[config.mk]
export PLATFORM = sky130hd
export DESIGN_NAME = mmwd_cell
export DESIGN_NICKNAME = d
export VERILOG_FILES = /design/src/sv/mmwd_pkg.sv /design/src/sv/mmwd_cell.sv
export SDC_FILE = /design/constraint.sdc
export NUM_CORES = 1
export LEC_CHECK = 0
export BUFFER_PORTS_ARGS = -buffer_cell sky130_fd_sc_hd__clkbuf_2
export CAP_MARGIN = 10
export CORE_MARGIN = 4
export CORE_UTILIZATION = 54
export CTS_CLUSTER_SIZE = 12
export DETAILED_ROUTE_END_ITERATION = 7
export PLACE_DENSITY = 0.81
export SLEW_MARGIN = 15
export SYNTH_ARGS = -nofsm -noshare
export SYNTH_HDL_FRONTEND = slang
export SYNTH_SLANG_ARGS = --single-unit
[constraint.sdc]
create_clock -name aclk -period 8.6 [get_ports aclk]
set_input_delay 0.43 -clock aclk [delete_from_list [all_inputs] [get_ports aclk]]
set_output_delay 0.43 -clock aclk [all_outputs]
set_load 0.03 [all_outputs]
[src/sv/mmwd_pkg.sv]
// Shared types and codes for the multi-module watchdog table.
// Used by mmwd_cell and multi_module_watchdog_table; depends on nothing.
package mmwd_pkg;

    localparam logic [2:0] OP_REG    = 3'd0;
    localparam logic [2:0] OP_UNREG  = 3'd1;
    localparam logic [2:0] OP_HB     = 3'd2;
    localparam logic [2:0] OP_CHECK  = 3'd3;
    localparam logic [2:0] OP_MANUAL = 3'd4;

    localparam logic [1:0] ST_OK        = 2'd0;
    localparam logic [1:0] ST_FULL      = 2'd1;
    localparam logic [1:0] ST_DUP       = 2'd2;
    localparam logic [1:0] ST_NOT_FOUND = 2'd3;

    localparam logic [2:0] ACT_NONE = 3'd5;

    localparam logic KIND_STATUS = 1'b0;
    localparam logic KIND_EVENT  = 1'b1;

    // broadcast copy of the item under work
    typedef struct packed {
        logic [2:0]  op;
        logic [31:0] id;
        logic [47:0] tmo;
        logic [2:0]  action;
        logic [47:0] now;
    } req_t;

    // scan token walking down the row of cells
    typedef struct packed {
        logic vld;
        logic done;
        logic dup;
        logic saw_free;
    } tok_t;

    typedef struct packed {
        logic        vld;
        logic [31:0] id;
        logic [47:0] elapsed;
        logic [2:0]  action;
    } ev_t;

endpackage

[src/sv/mmwd_cell.sv]
// One table entry of the watchdog row plus its slot of the scan token.
// Depends on mmwd_pkg.
module mmwd_cell import mmwd_pkg::*; #(
    parameter int TIME_BITS = 48
) (
    input  logic aclk,
    input  logic aresetn,
    input  logic hold,
    input  req_t req,
    input  tok_t tok_in,
    output tok_t tok_out,
    output ev_t  ev
);

    localparam logic [63:0] TMASK = (TIME_BITS >= 64) ? {64{1'b1}} :
                                    ((64'd1 << TIME_BITS) - 64'd1);

    tok_t        tok_reg;
    logic        used_reg;
    logic        act_reg;
    logic [31:0] id_reg;
    logic [47:0] tmo_reg;
    logic [47:0] stamp_reg;
    logic [2:0]  action_reg;

    logic        match;
    logic [63:0] elapsed;
    logic        fire;
    logic        alloc;
    logic        unreg_hit;
    logic        hb_hit;

    always_comb begin
        match     = used_reg && (id_reg == req.id);
        elapsed   = ({16'd0, req.now} - {16'd0, stamp_reg}) & TMASK;
        fire      = tok_reg.vld && (req.op == OP_CHECK) && act_reg &&
                    (elapsed > {16'd0, tmo_reg});
        alloc     = tok_reg.vld && (req.op == OP_REG) && !used_reg &&
                    !tok_reg.saw_free && !tok_reg.dup;
        unreg_hit = tok_reg.vld && (req.op == OP_UNREG) && !tok_reg.done && match;
        hb_hit    = tok_reg.vld && (req.op == OP_HB) && !tok_reg.done && match && act_reg;

        tok_out = tok_reg;
        case (req.op)
            OP_REG: begin
                if (match) tok_out.dup = 1'b1;
                if (!used_reg) tok_out.saw_free = 1'b1;
            end
            OP_UNREG: if (match) tok_out.done = 1'b1;
            OP_HB: if (match && act_reg) tok_out.done = 1'b1;
            default: ;
        endcase

        ev.vld     = fire;
        ev.id      = id_reg;
        ev.elapsed = elapsed[47:0];
        ev.action  = action_reg;
    end

    always_ff @(posedge aclk) begin
        if (!aresetn) begin
            tok_reg.vld <= 1'b0;
            used_reg    <= 1'b0;
            act_reg     <= 1'b0;
        end else if (!hold) begin
            tok_reg <= tok_in;
            if (alloc) begin
                used_reg <= 1'b1;
                act_reg  <= 1'b1;
            end
            if (unreg_hit) act_reg <= 1'b0;
        end
    end

    always_ff @(posedge aclk) begin
        if (!hold) begin
            if (alloc) begin
                id_reg     <= req.id;
                tmo_reg    <= req.tmo;
                action_reg <= req.action;
            end
            if (alloc || hb_hit || fire) stamp_reg <= req.now;
        end
    end

endmodule

==> results of run 1 <==
critical path, delay by kind of cell, from the launching register on:
kind	cells	cell delay, ns
compound gates	10	2.80
xor+xnor	1	0.18
fa+ha+maj	3	0.87
buf+inv	2	0.52
flops	1	0.34
simple gates	6	0.76
layout make-up:
class,count,area [sq um]
fill,1273,5270
multi-input combinational,527,4110
sequential,137,4080
timing repair buffer,230,1160
clock buffer,17,425
inverter,109,409
tap,216,270
clock inverter,15,155
antenna,1,2.50
path summary, 6_finish.rpt:
path                          startpoint  slack [ns]                       to
hold reg to reg    used_reg$_SDFFE_PN0P_        0.51    used_reg$_SDFFE_PN0P_
hold / removal                   req[48]        0.17  action_reg[0]$_DFFE_PP_
setup / recovery  stamp_reg[0]$_DFFE_PP_        2.75   stamp_reg[4]$_DFFE_PP_
setup reg to reg  stamp_reg[0]$_DFFE_PP_        2.75   stamp_reg[4]$_DFFE_PP_
through the flow:
step / hold WS [ns] / power (uW)
after global routing: 0.157 / 1860
after CTS: 0.153 / 1790
final: 0.174 / 1790
after global placement: 0.484 / 1060
after detailed placement: 0.491 / 1060
after floorplan: 0.463 / 959
power by group:
part	switching [uW]	internal (uW)	total (uW)
combinational	201	118	319
clock	321	410	731
sequential	1.18	735	736
kinds of logic (layout without fill, tap and decap cells):
family,count (synthesis),after routing,share of synthesized area (%)
compound gates,189,189,15.2
xor+xnor,78,78,7.83
fa+ha+maj,96,96,13.9
buf+inv,129,371,6.34
flops,137,137,46.8
mux,1,1,0.115
other cells,0,1,0
simple gates,163,163,9.89
per-layer routing:
| layer | track usage (%) | share of wire [%] |
|---|---|---|
| met1 | 31.0 | 41 |
| met2 | 40.8 | 48 |
| met3 | 7.34 | 8.0 |
| met4 | 9.24 | 3.2 |
| met5 | 0 | 0 |
cells in the final DEF, fill, tap and decap left out, types with 3 or more instances in the layout:
| cell type | n |
|---|---|
| nor4_1 | 13 |
| clkbuf_2 | 228 |
| nor3_1 | 9 |
| xor2_1 | 54 |
| nor2_1 | 27 |
| nand2b_1 | 5 |
| o21ai_1 | 5 |
| a221o_1 | 3 |
| a21o_1 | 43 |
| inv_1 | 109 |
| edfxtp_1 | 134 |
| o211ai_1 | 6 |
| nor2b_1 | 11 |
| nand2_1 | 39 |
| and3_1 | 3 |
| dfxtp_1 | 3 |
| clkinvlp_4 | 3 |
| xnor2_1 | 24 |
| a21oi_2 | 3 |
| clkbuf_16 | 17 |
| a21oi_1 | 56 |
| inv_6 | 6 |
| a31oi_1 | 7 |
| o21a_1 | 7 |
| nand4_1 | 26 |
| o21ai_0 | 25 |
| ha_1 | 95 |
| o41ai_2 | 3 |
| inv_8 | 4 |
| nand3_1 | 13 |
| o21ai_2 | 4 |
synthesized netlist by cell type, drive strengths merged, types with 7 or more instances:
cell,n,area share (%)
edfxtp,134,46
inv,109,4.7
ha,95,14
a21oi,60,3.7
xor2,54,5.4
a21o,44,3.8
nand2,39,1.7
o21ai,34,2.1
nor2,29,1.3
nand4,28,2.2
xnor2,24,2.4
buf,15,1.2
nand3,13,0.75
nor4,13,0.93
nor2b,11,0.79
nor3,10,0.63
a31oi,9,0.82
o211ai,7,0.66
o21a,7,0.60
==> results.ini, run 1 <==
[cts]
path_clk_slew_ns = 0.07
cts_max_path_buffers = 2
cts_tree = built
htreeDepth = 4
clock_latency_ns = 0.43
cts_resized = 0
post-cts-setup-buffers = 0
cts_sinks = 137
cts-hold-fix-buffers = 0
ctsRootBufferMaster = clkbuf_16
cts_buffers = 17

[routing]
via_count = 6915
avgRoutedWirePerCell_um = 17.7
drc = 0
initialDrtViolationCount = 471
vias_per_cell = 5.52
ant_nets = 0
totalWireLength_um = 22200
drt-pass1-iter-count = 5

[timing]
setup_viol_count_final = 0
slew_headroom_pct = 33.9
tightest_slew_ns = 0.989
maxSlewViolCount = 0
period_needed_ns = 5.85
finClkSkew_ns = 0.0110
period_share_pct = 68.0
rsz0062_at_grt = false
setup_ws_ns = 2.75
tns_ns = 0
fmax_mhz = 171
hold_viol = 0

[yosys]
synth_cell_types = 68
async_reset_ff_share_pct = 0
synthesis.area_sq_um = 8730
synth_edf_count = 134
avgSynthCellArea_sq_um = 11.0
ys_seq_elements = 137
syn_nets = 1030
synth_ff_type = edfxtp_1
netlist_instances = 793
ys_seq_area_share_pct = 46.8
ys_warn_count = 0

[die]
io_pins = 229
die-area_sq_um = 18300
start_util_pct = 54.9
rows = 46
core_sq_um = 15900
die_w_um = 135
dieHeight_um = 135

[global_route]
grt.total_usage_pct = 24.8
grt_max_degree = 52
antenna_found_initial = 1
grt_pass1_vias = 7010
grt_overflow = 0
grt_pass1_wl_um = 35500

[critical_path]
slowest_delay_ns = 0.78
critPathSlowestCell = a31oi_4
arrival_ns = 5.94
crit_path_start_kind = flop
path_common_cell = nor4_1
crit_path_cell_trace = ha_1 -> inv_1 -> fa_1 -> a21o_2 -> a221o_1 -> nand4_2 -> o311ai_2 -> o21ai_2 -> o31ai_2 -> o41a_1 -> a31oi_1 -> xnor2_1 -> ha_1 -> nand4_1 -> nor4_1 -> nand2_1 -> nor4_1 -> nor4_1 -> o21a_1 -> o21ai_0 -> a31oi_4 -> buf_4
reg2reg_depth = 22
critical_path_required_ns = 8.69
critPathCaptureType = flop
crit_fanout = 26
critical_path_class = reg2reg

[place]
io_buffers = 228
placed_area_sq_um = 10000
pre_cts_ws_ns = 2.56
routabilityCongestion = 0.901
dpl.hpwl_um = 17500
dp.cells = 1219

[hold_path]
hp-class = in2reg
whs_path_depth = 1

[finish]
fin_area_sq_um = 10600
stdcell_count = 1252
num-nets-final = 1259
syn2layout_area_growth_pct = 21.6
drive_above_1_share_pct = 28.3
utilization_pct = 66.8

[pwr]
irDropWorstVdd_mv = 0.135
leakage_uw = 0.00495
powerDensity_nw_per_um2 = 168

[run]
drv_cap = 0

[run_status]
status = finished clean

(Power assumes the default switching activity.)
==> run 2: changes to the inputs <==
--- a/config.mk
+++ b/config.mk
@@ -5,13 +5,14 @@
 export SDC_FILE = /design/constraint.sdc
 export NUM_CORES = 1
 export LEC_CHECK = 0
+export ABC_AREA = 1
 export BUFFER_PORTS_ARGS = -buffer_cell sky130_fd_sc_hd__clkbuf_2
 export CAP_MARGIN = 10
 export CORE_MARGIN = 4
-export CORE_UTILIZATION = 54
+export CORE_UTILIZATION = 50
 export CTS_CLUSTER_SIZE = 12
 export DETAILED_ROUTE_END_ITERATION = 7
-export PLACE_DENSITY = 0.81
+export PLACE_DENSITY = 0.78
 export SLEW_MARGIN = 15
 export SYNTH_ARGS = -nofsm -noshare
 export SYNTH_HDL_FRONTEND = slang
==> constraint.sdc (replaced) <==
create_clock -name aclk -period 5.02 [get_ports aclk]
set_input_delay 0.251 -clock aclk [delete_from_list [all_inputs] [get_ports aclk]]
set_output_delay 0.251 -clock aclk [all_outputs]
set_load 0.03 [all_outputs]
==> results.ini, run 2 <==
[yosys]
synth_top_cells_by_area = edfxtp_1, ha_1, nand2_1
synth_ff_type = edfxtp_1
yosysMostFrequentCell = nand2_1
synthesis.area_sq_um = 9750
netlist_instances = 1217
async_reset_ff_share_pct = 0
syn_nets = 1454
ys_seq_area_share_pct = 41.9
avgSynthCellArea_sq_um = 8.01
synth_edf_count = 134
netlist.area_leader.share_pct = 41.3
yosys-top-cells-count = nand2_1, inv_1, nor2_1
ys_warn_count = 0
ys_seq_elements = 137
synth_top_cell_by_area = edfxtp_1
synth_cell_types = 36

[routing]
ant_nets = 0
via_count = 9292
vias_per_cell = 5.17
drc = 0
drt-pass1-iter-count = 6
totalWireLength_um = 29700
avgRoutedWirePerCell_um = 16.5
initialDrtViolationCount = 696

[timing]
finClkSkew_ns = 0.0163
period_needed_ns = 4.68
setup_viol_count_final = 0
slew_headroom_pct = 53.9
fmax_mhz = 214
tns_ns = 0
maxSlewViolCount = 0
period_share_pct = 93.2
hold_slack_ns = 0.0116
hold_viol = 0
rsz0062_at_grt = false
tightest_slew_ns = 0.690

[critical_path]
crit_fanout = 34
critPathCaptureType = flop
critical_path_required_ns = 5.19
crit_path_start_kind = flop
critical_path_class = reg2reg
arrival_ns = 4.85

[cts]
cts_buffers = 17
cts-hold-fix-buffers = 60
clock_latency_ns = 0.44
htreeDepth = 4
cts_resized = 0
cts_max_path_buffers = 2
post-cts-setup-buffers = 0
path_clk_slew_ns = 0.06
cts_tree = built
ctsRootBufferMaster = clkbuf_16
cts_sinks = 137

[die]
dieHeight_um = 148
die_w_um = 148
rows = 50
start_util_pct = 51.4
io_pins = 229
core_sq_um = 19000
die-area_sq_um = 21800

[place]
routabilityCongestion = 1.06
io_buffers = 228
dpl.hpwl_um = 24000
placed_area_sq_um = 11200

[pwr]
leakage_uw = 0.00604
powerDensity_nw_per_um2 = 259
irDropWorstVdd_mv = 0.231

[finish]
layout_commonest_cell = nand2_1
drive_above_1_share_pct = 20.0
layout_common_cells = nand2_1, inv_1, clkbuf_2, nor2_1, edfxtp_1
syn2layout_area_growth_pct = 28.0
num-nets-final = 1763
fin_area_sq_um = 12500
antennaDiodeCount = 0

[global_route]
grt_pass1_vias = 9402
antenna_found_initial = 0
grt_max_degree = 35
grt_pass1_wl_um = 46900
grt.total_usage_pct = 27.3
grt_overflow = 0

[run]
drv_cap = 0

[run_status]
status = finished clean

[hold_path]
hp-class = in2reg

[run 2: changes by cell type in the layout (fill, tap and decap cells not counted), moves of 8 or more]
cell / previous run / this run
xor2_1: 54 / 25
inv_1: 109 / 235
dlygate4sd3_1: 0 / 60
nor2_2: 1 / 15
nor4_1: 13 / 0
nor2_1: 27 / 151
a21o_1: 43 / 4
nand3_1: 13 / 43
xnor2_1: 24 / 16
nand2_1: 39 / 265
nor2b_1: 11 / 0
a21oi_1: 56 / 85
o21ai_0: 25 / 49
[run 2: logic make-up (layout without fill, tap and decap cells)]
kind of cell | count (synthesis) | count (layout) | synth area share [%]
AOI/OAI and AO/OA | 174 | 174 | 9.88
xor gates and xnor gates | 41 | 41 | 3.68
adders and majority gates | 96 | 96 | 12.4
buffers and inverters | 243 | 565 | 9.44
DFF | 137 | 137 | 41.9
and+or+nand+nor | 526 | 526 | 22.7
[run 2: critical path, stage by stage (launching register included)]
cell and delay (ns):
edfxtp_1 0.32, ha_1 0.21, inv_1 0.13, fa_1 0.46, nand2_1 0.09, inv_1 0.05
nand2_1 0.09, nor2_1 0.05, nor2_1 0.26, o21ai_2 0.19, xor2_1 0.21, ha_1 0.32
nand2_1 0.06, nor2_1 0.16, nand2_1 0.14, nor3_1 0.37, a21oi_1 0.13, nand2_1 0.11
nand3_1 0.07, nand2_1 0.07, clkinv_1 0.50, buf_12 0.41
[run 2: area by class of cell]
| class | count | area (sq um) |
|---|---|---|
| Fill cell | 1626 | 6480 |
| Multi-Input combinational cell | 837 | 4750 |
| Sequential cell | 137 | 4080 |
| Timing Repair Buffer | 292 | 1780 |
| Inverter | 241 | 905 |
| Clock buffer | 17 | 425 |
| Tap cell | 260 | 325 |
| Clock inverter | 15 | 199 |
[run 2: worst paths after layout]
kind / startpoint / end / slack, ns / cells after the start
hold reg to reg: act_reg$_SDFFE_PN0P_ / act_reg$_SDFFE_PN0P_ / 0.51 / 2
setup / recovery: stamp_reg[0]$_DFFE_PP_ / stamp_reg[38]$_DFFE_PP_ / 0.34 / 21
setup reg to reg: stamp_reg[0]$_DFFE_PP_ / stamp_reg[38]$_DFFE_PP_ / 0.34 / 21
hold / removal: req[78] / tmo_reg[27]$_DFFE_PP_ / 0.01 / 1
[run 2: metrics by stage]
stage	std cells	setup WS [ns]	util, %	total power (uW)
final	1799	0.339	65.8	3230
after global routing	1799	0.0201	65.8	3360
after CTS	1799	0.353	65.8	3240
after detailed placement	1707	0.264	59.3	1870
after global placement	1707	0.411	59.3	1860
after floorplan	1217	0.294	-	1650
[run 2: report_power, final]
group          internal, uW  leakage (uW)  total (uW)  switching [uW]
clock network           764      0.000307        1340             576
logic                   223       0.00450         629             406
registers              1260       0.00123        1260            2.56
total                  2250       0.00604        3230             985
[run 2: per-layer routing]
| metal | track usage [%] | wire (um) |
|---|---|---|
| met5 | 0 | 0 |
| met4 | 12.0 | 1180 |
| met3 | 6.16 | 2420 |
| met2 | 45.8 | 14000 |
| met1 | 34.0 | 12100 |
